[src/sv/stpr_pkg.sv]
// Shared constants, field widths and a helper function for the stepper ramp pulser.
// No dependencies; used by the channel interfaces and the top level.
package stpr_pkg;

    // Field widths of the two channels
    localparam int MODE_W  = 2;
    localparam int TIME_W  = 32;
    localparam int SPEED_W = 24;
    localparam int PINS_W  = 3;
    localparam int MSTEP_W = 3;

    // Register widths and map
    localparam int MAXSPD_W = 23;
    localparam int ACCEL_W  = 24;
    localparam int APB_AW   = 4;
    localparam int APB_DW   = 32;
    localparam logic [APB_AW-1:0] ADDR_MAX_SPEED   = 4'h0;
    localparam logic [APB_AW-1:0] ADDR_ACCEL_RATE  = 4'h4;
    localparam logic [APB_AW-1:0] ADDR_REVERSE_DIR = 4'h8;

    // Event codes
    localparam logic [MODE_W-1:0] EV_POLL   = 2'd0;
    localparam logic [MODE_W-1:0] EV_RAMP   = 2'd1;
    localparam logic [MODE_W-1:0] EV_TARGET = 2'd2;
    localparam logic [MODE_W-1:0] EV_UNUSED = 2'd3;

    localparam int FINEST_MODE_DEF = 4;
    localparam logic [MSTEP_W-1:0] MODE_IDLE = 3'd7;

    // Serial arithmetic
    localparam int PROD_W = 56;
    localparam int QUOT_W = 28;
    localparam int CNT_W  = 6;
    localparam logic [QUOT_W-1:0] US_Q8 = 28'd256000000;
    localparam logic [SPEED_W-1:0] US_PER_S = 24'd1000000;

    localparam logic [TIME_W-1:0] MIN_PERIOD_RST = 32'd1000000;
    localparam logic [MAXSPD_W-1:0] MAX_SPEED_RST = 23'd256;
    localparam logic [ACCEL_W-1:0] ACCEL_RST = 24'd256;

    // Driver pin pattern {ms3,ms2,ms1} for a microstep mode
    function automatic logic [PINS_W-1:0] pins_of(input logic [MSTEP_W-1:0] m);
        logic [PINS_W-1:0] p;
        begin
            unique case (m)
                3'd0:    p = 3'd0;
                3'd1:    p = 3'd1;
                3'd2:    p = 3'd2;
                3'd3:    p = 3'd4;
                3'd4:    p = 3'd7;
                default: p = 3'd0;
            endcase
            return p;
        end
    endfunction

endpackage

[src/sv/stpr_ifs.sv]
// Valid/ready channel interfaces for the event input and the result output.
// Depends on stpr_pkg for field widths.
interface stpr_in_if;
    logic                                valid;
    logic                                ready;
    logic [stpr_pkg::MODE_W-1:0]         mode;
    logic [stpr_pkg::TIME_W-1:0]         time_us;
    logic signed [stpr_pkg::SPEED_W-1:0] target_speed;

    modport source (output valid, mode, time_us, target_speed, input ready);
    modport sink   (input valid, mode, time_us, target_speed, output ready);
endinterface

interface stpr_out_if;
    logic                                valid;
    logic                                ready;
    logic                                step_pulse;
    logic                                direction;
    logic [stpr_pkg::PINS_W-1:0]         microstep_pins;
    logic signed [stpr_pkg::SPEED_W-1:0] current_speed;

    modport source (output valid, step_pulse, direction, microstep_pins, current_speed,
                    input ready);
    modport sink   (input valid, step_pulse, direction, microstep_pins, current_speed,
                    output ready);
endinterface

[src/sv/stepper_ramp_microstep_pulser.sv]
// Stepper ramp generator and microstep pulser, top level.
// Depends on stpr_pkg and the channel interfaces in stpr_ifs.sv.
//
// Usage:
//   in_ch carries one event word: a timing poll, a ramp update or a new target
//   speed. Each gives one result word on out_ch (none if a max_speed write
//   comes meanwhile): step pulse, direction, microstep pins and present speed.
//   The APB port holds max_speed (0x0), accel_rate (0x4) and reverse_dir (0x8).
// Timing (one event in work at a time, one bit per cycle):
//   A poll, a target or an unused event passes the dispatch and emit states;
//   in_ch is ready again once its result is written. A ramp update off
//   target adds a serial multiply, a divide by one million and, at nonzero
//   speed, the step period divide and the mode search. A max_speed write
//   runs the minimum period divide (for a nonzero value) and the mode
//   search; in_ch is not ready meanwhile.
// Reset: rst_n clears all but the payload registers asynchronously to the
//   register defaults.
// Stall: a finished result sits in the output register; the next event is
//   taken while it waits, and its own result holds until the register frees.
module stepper_ramp_microstep_pulser #(
    parameter int FINEST_MODE = stpr_pkg::FINEST_MODE_DEF
) (
    input  logic                          clk,
    input  logic                          rst_n,
    stpr_in_if.sink                       in_ch,
    stpr_out_if.source                    out_ch,
    input  logic                          psel,
    input  logic                          penable,
    input  logic                          pwrite,
    input  logic [stpr_pkg::APB_AW-1:0]   paddr,
    input  logic [stpr_pkg::APB_DW-1:0]   pwdata,
    output logic [stpr_pkg::APB_DW-1:0]   prdata,
    output logic                          pready
);

    localparam int SW = stpr_pkg::SPEED_W;
    localparam int TW = stpr_pkg::TIME_W;
    localparam int MW = stpr_pkg::MSTEP_W;
    localparam int PW = stpr_pkg::PROD_W;
    localparam int QW = stpr_pkg::QUOT_W;
    localparam int CW = stpr_pkg::CNT_W;
    localparam logic [MW-1:0] FINEST = MW'(FINEST_MODE);

    localparam logic [2:0] S_IDLE = 3'd0;
    localparam logic [2:0] S_DISP = 3'd1;
    localparam logic [2:0] S_MUL  = 3'd2;
    localparam logic [2:0] S_DIV  = 3'd3;
    localparam logic [2:0] S_STEP = 3'd4;
    localparam logic [2:0] S_PER  = 3'd5;
    localparam logic [2:0] S_MODE = 3'd6;
    localparam logic [2:0] S_EMIT = 3'd7;

    localparam logic [1:0] OP_DELTA  = 2'd0;
    localparam logic [1:0] OP_PERIOD = 2'd1;
    localparam logic [1:0] OP_MINP   = 2'd2;

    function automatic logic signed [SW-1:0] clamp_speed(
        input logic signed [SW-1:0] s,
        input logic [stpr_pkg::MAXSPD_W-1:0] lim
    );
        logic signed [SW:0] sx;
        logic signed [SW:0] lx;
        logic signed [SW-1:0] r;
        begin
            sx = {s[SW-1], s};
            lx = $signed({2'b00, lim});
            if (sx > lx)
                r = SW'(lx);
            else if (sx < -lx)
                r = SW'(-lx);
            else
                r = s;
            return r;
        end
    endfunction

    // Control state
    logic [2:0]  state_reg, state_next;
    logic [1:0]  op_reg, op_next;
    logic [CW-1:0] cnt_reg, cnt_next;
    logic        from_cfg_reg, from_cfg_next;
    logic [MW-1:0] k_reg, k_next;
    logic [MW-1:0] macc_reg, macc_next;

    // Configuration
    logic [stpr_pkg::MAXSPD_W-1:0] max_speed_reg, max_speed_next;
    logic [stpr_pkg::ACCEL_W-1:0]  accel_reg, accel_next;
    logic        reverse_reg, reverse_next;

    // Motion state
    logic signed [SW-1:0] desired_reg, desired_next;
    logic signed [SW-1:0] ramp_reg, ramp_next;
    logic [TW-1:0] last_step_reg, last_step_next;
    logic [TW-1:0] last_upd_reg, last_upd_next;
    logic          started_reg, started_next;
    logic [TW-1:0] full_reg, full_next;
    logic [TW-1:0] min_reg, min_next;
    logic [TW-1:0] pos_reg, pos_next;
    logic [MW-1:0] wanted_reg, wanted_next;
    logic [MW-1:0] active_reg, active_next;

    // Latched event and serial datapath
    logic [stpr_pkg::MODE_W-1:0] ev_reg, ev_next;
    logic [TW-1:0]        t_reg, t_next;
    logic signed [SW-1:0] tgt_reg, tgt_next;
    logic [TW-1:0]        dt_reg, dt_next;
    logic [stpr_pkg::ACCEL_W-1:0] mbits_reg, mbits_next;
    logic [PW-1:0]        qd_reg, qd_next;
    logic [SW-1:0]        rem_reg, rem_next;
    logic [SW-1:0]        dvs_reg, dvs_next;
    logic                 pulse_reg, pulse_next;

    // Output register
    logic                 ovalid_reg, ovalid_next;
    logic                 opulse_reg, opulse_next;
    logic                 odir_reg, odir_next;
    logic [stpr_pkg::PINS_W-1:0] opins_reg, opins_next;
    logic signed [SW-1:0] ospeed_reg, ospeed_next;

    logic in_fire;
    logic cfg_wr;

    // Combinational helpers
    logic [SW:0]   div_sh;
    logic          div_ge;
    logic [MW-1:0] tz_v, want_tz, tz_c, nm;
    logic [TW-1:0] interval, elapsed;
    logic [24:0]   delta_sat;
    logic signed [SW+2:0] cur_x, want_x, dlt_x, n_x;
    logic [SW-1:0] mag;
    logic [TW+3:0] min_sh;

    assign in_ch.ready = (state_reg == S_IDLE);
    assign in_fire     = in_ch.valid && in_ch.ready;
    assign cfg_wr      = psel && penable && pwrite;
    assign pready      = 1'b1;

    always_comb
    begin
        unique case (paddr)
            stpr_pkg::ADDR_MAX_SPEED:   prdata = {9'd0, max_speed_reg};
            stpr_pkg::ADDR_ACCEL_RATE:  prdata = {8'd0, accel_reg};
            stpr_pkg::ADDR_REVERSE_DIR: prdata = {31'd0, reverse_reg};
            default:                    prdata = '0;
        endcase
    end

    assign out_ch.valid          = ovalid_reg;
    assign out_ch.step_pulse     = opulse_reg;
    assign out_ch.direction      = odir_reg;
    assign out_ch.microstep_pins = opins_reg;
    assign out_ch.current_speed  = ospeed_reg;

    // One restoring-divide bit
    assign div_sh = {rem_reg, qd_reg[PW-1]};
    assign div_ge = (div_sh >= {1'b0, dvs_reg});

    // Poll: pick the coarsest mode the position allows, no coarser than the wanted one
    always_comb
    begin
        tz_v = FINEST;
        for (int i = FINEST_MODE - 1; i >= 0; i--)
        begin
            if (pos_reg[i])
                tz_v = MW'(i);
        end
        want_tz  = FINEST - wanted_reg;
        tz_c     = (tz_v < want_tz) ? tz_v : want_tz;
        nm       = FINEST - tz_c;
        interval = full_reg >> nm;
        elapsed  = t_reg - last_step_reg;
    end

    // Ramp step with saturated delta; no overshoot past the target
    always_comb
    begin
        delta_sat = (|qd_reg[PW-1:25]) ? '1 : qd_reg[24:0];
        cur_x  = (SW+3)'(ramp_reg);
        want_x = (SW+3)'(desired_reg);
        dlt_x  = $signed({2'b00, delta_sat});
        if (cur_x > want_x)
        begin
            n_x = cur_x - dlt_x;
            if (n_x < want_x)
                n_x = want_x;
        end
        else
        begin
            n_x = cur_x + dlt_x;
            if (n_x > want_x)
                n_x = want_x;
        end
        mag    = ramp_reg[SW-1] ? SW'(-ramp_reg) : ramp_reg;
        min_sh = {4'd0, min_reg} << k_reg;
    end

    always_comb
    begin
        state_next     = state_reg;
        op_next        = op_reg;
        cnt_next       = cnt_reg;
        from_cfg_next  = from_cfg_reg;
        k_next         = k_reg;
        macc_next      = macc_reg;
        max_speed_next = max_speed_reg;
        accel_next     = accel_reg;
        reverse_next   = reverse_reg;
        desired_next   = desired_reg;
        ramp_next      = ramp_reg;
        last_step_next = last_step_reg;
        last_upd_next  = last_upd_reg;
        started_next   = started_reg;
        full_next      = full_reg;
        min_next       = min_reg;
        pos_next       = pos_reg;
        wanted_next    = wanted_reg;
        active_next    = active_reg;
        ev_next        = ev_reg;
        t_next         = t_reg;
        tgt_next       = tgt_reg;
        dt_next        = dt_reg;
        mbits_next     = mbits_reg;
        qd_next        = qd_reg;
        rem_next       = rem_reg;
        dvs_next       = dvs_reg;
        pulse_next     = pulse_reg;
        ovalid_next    = ovalid_reg;
        opulse_next    = opulse_reg;
        odir_next      = odir_reg;
        opins_next     = opins_reg;
        ospeed_next    = ospeed_reg;

        // Drop the result once taken
        if (ovalid_reg && out_ch.ready)
            ovalid_next = 1'b0;

        unique case (state_reg)
            S_IDLE:
            begin
                if (in_fire)
                begin
                    ev_next       = in_ch.mode;
                    t_next        = in_ch.time_us;
                    tgt_next      = in_ch.target_speed;
                    from_cfg_next = 1'b0;
                    state_next    = S_DISP;
                end
            end
            S_DISP:
            begin
                pulse_next = 1'b0;
                state_next = S_EMIT;
                priority if (ev_reg == stpr_pkg::EV_POLL)
                begin
                    if (!started_reg || wanted_reg > FINEST)
                    begin
                        last_step_next = t_reg;
                        started_next   = 1'b1;
                    end
                    else if (elapsed > interval)
                    begin
                        active_next    = nm;
                        last_step_next = last_step_reg + interval;
                        pos_next       = pos_reg + (TW'(1) << tz_c);
                        pulse_next     = 1'b1;
                    end
                end
                else if (ev_reg == stpr_pkg::EV_RAMP)
                begin
                    last_upd_next = t_reg;
                    if (ramp_reg != desired_reg)
                    begin
                        dt_next    = t_reg - last_upd_reg;
                        mbits_next = accel_reg;
                        qd_next    = '0;
                        cnt_next   = CW'(stpr_pkg::ACCEL_W);
                        state_next = S_MUL;
                    end
                end
                else if (ev_reg == stpr_pkg::EV_TARGET)
                begin
                    desired_next = clamp_speed(tgt_reg, max_speed_reg);
                end
                else
                begin
                    pulse_next = 1'b0;
                end
            end
            S_MUL:
            begin
                // Shift-add, multiplier bits MSB first
                qd_next    = {qd_reg[PW-2:0], 1'b0} +
                             (mbits_reg[stpr_pkg::ACCEL_W-1] ? PW'(dt_reg) : '0);
                mbits_next = {mbits_reg[stpr_pkg::ACCEL_W-2:0], 1'b0};
                cnt_next   = cnt_reg - 1'b1;
                if (cnt_reg == CW'(1))
                begin
                    cnt_next   = CW'(PW);
                    rem_next   = '0;
                    dvs_next   = stpr_pkg::US_PER_S;
                    op_next    = OP_DELTA;
                    state_next = S_DIV;
                end
            end
            S_DIV:
            begin
                rem_next = div_ge ? SW'(div_sh - {1'b0, dvs_reg}) : div_sh[SW-1:0];
                qd_next  = {qd_reg[PW-2:0], div_ge};
                cnt_next = cnt_reg - 1'b1;
                if (cnt_reg == CW'(1))
                begin
                    k_next    = MW'(1);
                    macc_next = '0;
                    unique case (op_reg)
                        OP_DELTA:
                        begin
                            state_next = S_STEP;
                        end
                        OP_PERIOD:
                        begin
                            full_next  = TW'(qd_next[QW-1:0]);
                            state_next = S_MODE;
                        end
                        default:
                        begin
                            min_next   = TW'(qd_next[QW-1:0]);
                            state_next = S_MODE;
                        end
                    endcase
                end
            end
            S_STEP:
            begin
                ramp_next  = n_x[SW-1:0];
                state_next = S_PER;
            end
            S_PER:
            begin
                if (ramp_reg == '0)
                begin
                    full_next   = '1;
                    wanted_next = stpr_pkg::MODE_IDLE;
                    state_next  = S_EMIT;
                end
                else
                begin
                    qd_next    = {stpr_pkg::US_Q8, {(PW-QW){1'b0}}};
                    rem_next   = '0;
                    dvs_next   = mag;
                    cnt_next   = CW'(QW);
                    op_next    = OP_PERIOD;
                    state_next = S_DIV;
                end
            end
            S_MODE:
            begin
                // floor(log2(full/min)), capped at the finest mode, by one trial compare per cycle
                priority if (ramp_reg == '0)
                begin
                    wanted_next = stpr_pkg::MODE_IDLE;
                    state_next  = from_cfg_reg ? S_IDLE : S_EMIT;
                end
                else if (min_reg == '0)
                begin
                    wanted_next = FINEST;
                    state_next  = from_cfg_reg ? S_IDLE : S_EMIT;
                end
                else if (k_reg <= FINEST && {4'd0, full_reg} >= min_sh)
                begin
                    macc_next = k_reg;
                    k_next    = k_reg + 1'b1;
                end
                else
                begin
                    wanted_next = macc_reg;
                    state_next  = from_cfg_reg ? S_IDLE : S_EMIT;
                end
            end
            S_EMIT:
            begin
                if (!ovalid_reg || out_ch.ready)
                begin
                    ovalid_next = 1'b1;
                    opulse_next = pulse_reg;
                    odir_next   = ((ramp_reg > 0) ? 1'b1 : 1'b0) ^ reverse_reg;
                    opins_next  = stpr_pkg::pins_of(active_reg);
                    ospeed_next = ramp_reg;
                    state_next  = S_IDLE;
                end
            end
            default:
            begin
                state_next = S_IDLE;
            end
        endcase

        if (cfg_wr)
        begin
            unique case (paddr)
                stpr_pkg::ADDR_MAX_SPEED:
                begin
                    max_speed_next = pwdata[stpr_pkg::MAXSPD_W-1:0];
                    desired_next   = clamp_speed(desired_reg,
                                                 pwdata[stpr_pkg::MAXSPD_W-1:0]);
                    from_cfg_next  = 1'b1;
                    k_next         = MW'(1);
                    macc_next      = '0;
                    if (pwdata[stpr_pkg::MAXSPD_W-1:0] == '0)
                    begin
                        min_next   = '1;
                        state_next = S_MODE;
                    end
                    else
                    begin
                        qd_next    = {stpr_pkg::US_Q8, {(PW-QW){1'b0}}};
                        rem_next   = '0;
                        dvs_next   = {1'b0, pwdata[stpr_pkg::MAXSPD_W-1:0]};
                        cnt_next   = CW'(QW);
                        op_next    = OP_MINP;
                        state_next = S_DIV;
                    end
                end
                stpr_pkg::ADDR_ACCEL_RATE:
                begin
                    accel_next = pwdata[stpr_pkg::ACCEL_W-1:0];
                end
                stpr_pkg::ADDR_REVERSE_DIR:
                begin
                    reverse_next = pwdata[0];
                end
                default:
                begin
                end
            endcase
        end
    end

    always_ff @(posedge clk or negedge rst_n)
    begin
        if (!rst_n)
        begin
            state_reg     <= S_IDLE;
            op_reg        <= OP_DELTA;
            cnt_reg       <= '0;
            from_cfg_reg  <= 1'b0;
            k_reg         <= '0;
            macc_reg      <= '0;
            max_speed_reg <= stpr_pkg::MAX_SPEED_RST;
            accel_reg     <= stpr_pkg::ACCEL_RST;
            reverse_reg   <= 1'b0;
            desired_reg   <= '0;
            ramp_reg      <= '0;
            last_step_reg <= '0;
            last_upd_reg  <= '0;
            started_reg   <= 1'b0;
            full_reg      <= '0;
            min_reg       <= stpr_pkg::MIN_PERIOD_RST;
            pos_reg       <= '0;
            wanted_reg    <= stpr_pkg::MODE_IDLE;
            active_reg    <= MW'(1);
            ovalid_reg    <= 1'b0;
        end
        else
        begin
            state_reg     <= state_next;
            op_reg        <= op_next;
            cnt_reg       <= cnt_next;
            from_cfg_reg  <= from_cfg_next;
            k_reg         <= k_next;
            macc_reg      <= macc_next;
            max_speed_reg <= max_speed_next;
            accel_reg     <= accel_next;
            reverse_reg   <= reverse_next;
            desired_reg   <= desired_next;
            ramp_reg      <= ramp_next;
            last_step_reg <= last_step_next;
            last_upd_reg  <= last_upd_next;
            started_reg   <= started_next;
            full_reg      <= full_next;
            min_reg       <= min_next;
            pos_reg       <= pos_next;
            wanted_reg    <= wanted_next;
            active_reg    <= active_next;
            ovalid_reg    <= ovalid_next;
        end
    end

    // Payload registers, no reset
    always_ff @(posedge clk)
    begin
        ev_reg     <= ev_next;
        t_reg      <= t_next;
        tgt_reg    <= tgt_next;
        dt_reg     <= dt_next;
        mbits_reg  <= mbits_next;
        qd_reg     <= qd_next;
        rem_reg    <= rem_next;
        dvs_reg    <= dvs_next;
        pulse_reg  <= pulse_next;
        opulse_reg <= opulse_next;
        odir_reg   <= odir_next;
        opins_reg  <= opins_next;
        ospeed_reg <= ospeed_next;
    end

`ifndef SYNTHESIS
    a_fire_dispatch: assert property (@(posedge clk) disable iff (!rst_n)
        in_fire && !cfg_wr |=> state_reg == S_DISP)
        else $error("accepted word did not reach dispatch");

    a_wanted_range: assert property (@(posedge clk) disable iff (!rst_n)
        wanted_reg <= FINEST || wanted_reg == stpr_pkg::MODE_IDLE)
        else $error("wanted mode out of range");

    a_active_range: assert property (@(posedge clk) disable iff (!rst_n)
        active_reg <= FINEST)
        else $error("active mode out of range");

    a_emit_source: assert property (@(posedge clk) disable iff (!rst_n)
        $rose(ovalid_reg) |-> $past(state_reg == S_EMIT))
        else $error("result raised outside emit");
`endif

endmodule
[src/flat_wrapper.sv]
// flat-port wrapper written by rule: the top's interface ports become plain ports
module stepper_ramp_microstep_pulser_flat 
#(
    parameter int FINEST_MODE = stpr_pkg::FINEST_MODE_DEF
)
  (clk, rst_n, psel, penable, pwrite, paddr, pwdata, prdata, pready, in_ch_valid, in_ch_mode, in_ch_time_us, in_ch_target_speed, in_ch_ready, out_ch_valid, out_ch_step_pulse, out_ch_direction, out_ch_microstep_pins, out_ch_current_speed, out_ch_ready);
  stpr_in_if in_ch_i ();
  stpr_out_if out_ch_i ();
  input  logic clk;
  input  logic rst_n;
  input  logic psel;
  input  logic penable;
  input  logic pwrite;
  input  logic [stpr_pkg::APB_AW-1:0] paddr;
  input  logic [stpr_pkg::APB_DW-1:0] pwdata;
  output logic [stpr_pkg::APB_DW-1:0] prdata;
  output logic pready;
  input wire logic [$bits(in_ch_i.valid)-1:0] in_ch_valid;
  input wire logic [$bits(in_ch_i.mode)-1:0] in_ch_mode;
  input wire logic [$bits(in_ch_i.time_us)-1:0] in_ch_time_us;
  input wire logic [$bits(in_ch_i.target_speed)-1:0] in_ch_target_speed;
  output wire logic [$bits(in_ch_i.ready)-1:0] in_ch_ready;
  output wire logic [$bits(out_ch_i.valid)-1:0] out_ch_valid;
  output wire logic [$bits(out_ch_i.step_pulse)-1:0] out_ch_step_pulse;
  output wire logic [$bits(out_ch_i.direction)-1:0] out_ch_direction;
  output wire logic [$bits(out_ch_i.microstep_pins)-1:0] out_ch_microstep_pins;
  output wire logic [$bits(out_ch_i.current_speed)-1:0] out_ch_current_speed;
  input wire logic [$bits(out_ch_i.ready)-1:0] out_ch_ready;
  assign in_ch_i.valid = in_ch_valid;
  assign in_ch_i.mode = in_ch_mode;
  assign in_ch_i.time_us = in_ch_time_us;
  assign in_ch_i.target_speed = in_ch_target_speed;
  assign in_ch_ready = in_ch_i.ready;
  assign out_ch_valid = out_ch_i.valid;
  assign out_ch_step_pulse = out_ch_i.step_pulse;
  assign out_ch_direction = out_ch_i.direction;
  assign out_ch_microstep_pins = out_ch_i.microstep_pins;
  assign out_ch_current_speed = out_ch_i.current_speed;
  assign out_ch_i.ready = out_ch_ready;
  stepper_ramp_microstep_pulser #(.FINEST_MODE(FINEST_MODE)) u_core (.clk(clk), .rst_n(rst_n), .in_ch(in_ch_i), .out_ch(out_ch_i), .psel(psel), .penable(penable), .pwrite(pwrite), .paddr(paddr), .pwdata(pwdata), .prdata(prdata), .pready(pready));
endmodule
[config.mk]
export PLATFORM = sky130hd
export DESIGN_NAME = stepper_ramp_microstep_pulser_flat
export DESIGN_NICKNAME = d
export VERILOG_FILES = /design/src/sv/stpr_pkg.sv /design/src/sv/stpr_ifs.sv /design/src/sv/stepper_ramp_microstep_pulser.sv /design/src/flat_wrapper.sv
export SDC_FILE = /design/constraint.sdc
export NUM_CORES = 2
export LEC_CHECK = 0
export ABC_AREA = 1
export BUFFER_PORTS_ARGS = -buffer_cell sky130_fd_sc_hd__clkbuf_2
export CAP_MARGIN = 20
export CORE_MARGIN = 2
export CORE_UTILIZATION = 25
export CTS_BUF_LIST = sky130_fd_sc_hd__clkbuf_8
export CTS_CLUSTER_SIZE = 28
export DETAILED_ROUTE_END_ITERATION = 16
export SKIP_CTS_REPAIR_TIMING = 1
export SYNTH_ARGS = -nofsm -noshare
export SYNTH_HDL_FRONTEND = slang
export SYNTH_SLANG_ARGS = --single-unit
[constraint.sdc]
create_clock -name clk -period 4.75 [get_ports clk]
set_clock_uncertainty 0.2 [all_clocks]
set_input_delay 0.7125 -clock clk [delete_from_list [all_inputs] [get_ports clk]]
set_output_delay 0.7125 -clock clk [all_outputs]
set_load 0.005 [all_outputs]
==> flow_summary.toml <==
[outcome]
status = "finished, violations left"
violations = "negative hold slack, negative setup slack"

[sta]
worst_pin_slew_ns = 1.12
slew_violations = 0
period_needed_ns = 5.44
fmax_mhz = 184
fin_crit_sh_pct = 114
slew_headroom_pct = 24.9
worst_slack_ns = -0.687
hold_viol = 1
rsz0062_at_grt = "true"
holdWs_ns = -0.0131
setup_viol = 63

[worst_setup_path]
required_ns = 5.24
crit_start = "u_core.qd_reg[32]$_DFF_P_"
crit_slowest_cell = "dfxtp_1"
reg2reg_from = "u_core.qd_reg[32]$_DFF_P_"
arrival_ns = 5.93
startpoint_type = "flop"
cp_common_cell = "nand2_1"
path_class = "reg2reg"
cp_max_fo = 21
max_stage_delay_ns = 0.31
end_kind = "flop"

[global_route]
gr-total-overflow = 0
grt_first_pass_wirelength_mm = 271
grt_start_max_net_pins = 94
antenna_found_initial = 5
first_global_vias = 45300
grt_use_total_pct = 19.2

[floorplanning]
core_mm2 = 0.178
std_cell_rows = 155
start_util_pct = 25.1
die_h_um = 427
num_io_pins = 165
die_x_um = 427
dieArea_mm2 = 0.182

[routing]
drcViolationCount = 0
via_per_inst = 4.97
wl_per_cell_um = 19.0
vias = 48500
drtIter0Drc = 4480
drtAntennaViolNets = 0
drtPass1Iterations = 10
finalWirelength_mm = 186

[clock_network]
clockBufferDepth = 3
htreeDepth = 3
cts_tree = "done"
clk_pin_slew_ns = 0.06
cts_buffers = 100
insertion_delay_ns = 0.88
clock-sinks = 499
root_buffer = "clkbuf_8"

[logic_synthesis]
ys.flop_type = "dfrtp_1"
yosys_warnings = 0
ys_types = 74
syn_inst = 6544
synth-seq-cells = 499
async_flop_share_pct = 50.3
ys_seq_area_share_pct = 28.4
syn_area_per_cell_um2 = 6.84
synth_edf_count = 144
synth_area_mm2 = 0.0447

[placed_design]
dp_hpwl_mm = 145
post-place-ws_ns = -0.984
io_buffer_count = 147
routabilityCongestion = 0.978

[worst_hold_path]
hp-class = "in2reg"
worstHoldStart = "pwdata[1]"

[cells_and_area]
largest_register_ffs = 56
layout-drive-gt1-share_pct = 20.2
area_growth_pct = 30.3
fin_nets = 7885

[job]
max_cap_viol_count = 0
[placed cells by master (no fill, tap or decap), drive strengths merged, types with 29 or more instances in the layout]
cell type,netlist,layout
buf,109,657
xnor2,51,51
dlygate4sd3,0,64
edfxtp,144,144
a221oi,40,40
nand4,116,116
dfxtp,104,104
nand2,1556,1556
nand3,374,374
nor4,41,41
o211ai,50,50
a21oi,600,600
a31oi,29,29
inv,854,889
ha,463,463
nor3,79,79
nor2,567,567
o22ai,32,32
xor2,140,140
clkbuf,112,277
dfrtp,238,238
or2,33,33
o21ai,639,639
[cells by family (layout without fill, tap and decap cells)]
group	count (synthesis)	count (layout)	share of synthesized area (%)
AND/OR/NAND/NOR	2786	2786	26.3
AO/OA/AOI/OAI	1509	1509	18.5
buffers and inverters	1082	1931	9.60
flip-flops	499	499	28.4
adder cells (fa/ha/maj)	471	471	13.3
XOR/XNOR	191	191	3.74
multiplexers	4	4	0.0923
other	2	11	0.0168
[routing by layer]
layer / wire (µm) / vias up / global-route usage [%] / part of all wire (%)
met4: 7860 / 0 / 7.69 / 4.2
met1: 79300 / 22800 / 25.3 / 43
li1: - / 23500 / - / -
met2: 85200 / 1860 / 31.5 / 46
met3: 13400 / 352 / 2.95 / 7.2
met5: 0 / - / 0 / 0
[synth_stat cells, drive strengths merged (40+ instances only)]
library cell	count	share of area [%]
a21oi	600	6.7
a221oi	40	0.80
buf	109	1.4
clkbuf	112	0.95
dfrtp	238	13
dfxtp	104	4.7
edfxtp	144	9.7
ha	463	13
inv	854	7.2
nand2	1556	13
nand3	374	4.2
nand4	116	1.6
nor2	567	5.1
nor3	79	0.93
nor4	41	0.57
o211ai	50	0.85
o21ai	639	7.2
xnor2	51	1.0
xor2	140	2.7
[worst paths after layout]
kind	end	slack [ns]	depth (start not counted)
max in group asynchronous	u_core.desired_reg[4]$_DFFE_PN0P_	3.05	3
worst max register to register	u_core.ramp_reg[7]$_DFFE_PN0P_	-0.69	34
worst min register to register	u_core.out_ch.step_pulse$_DFFE_PP_	0.24	0
worst max-delay path	u_core.ramp_reg[7]$_DFFE_PN0P_	-0.69	34
min in group asynchronous	u_core.min_reg[15]$_DFF_PN0_	0.24	2
worst min-delay path	u_core.max_speed_reg[1]$_DFFE_PN0P_	-0.01	3
[area by class of cell]
class | count | area (µm²)
clock inverters | 72 | 689
flip-flops and latches | 499 | 12700
multi-input cells | 4970 | 30000
diodes | 2 | 5.00
fillers | 19100 | 120000
well taps | 2355 | 2950
repair buffers | 881 | 7030
inverters | 861 | 3270
clock buffers | 117 | 1610
[metrics by stage]
stage	util, %	TNS [ns]	area, µm²	instances	hold slack (ns)
2_1_floorplan	-	-0.0242	44900	6551	0.200
3_3_place_gp	29.3	-41.65	52200	9437	0.218
3_5_place_dp	29.3	-47.66	52200	9438	0.210
4_1_cts	30.6	-51.57	54500	9627	-0.418
5_1_grt	32.7	-42.07	58300	9757	-0.00387
6_report	32.7	-26.48	58300	9757	-0.0131
[worst max-delay path, delay by kind of cell (launching register included)]
family | cells | cell delay (ns)
AOI/OAI and AO/OA | 4 | 0.50
xor gates and xnor gates | 1 | 0.15
adders and majority gates | 2 | 0.57
buffers and inverters | 8 | 0.98
DFF | 1 | 0.31
and+or+nand+nor | 19 | 2.55
Power is not shown: default switching activity piles up to over one toggle a cycle in this logic, so the estimate is an artifact.
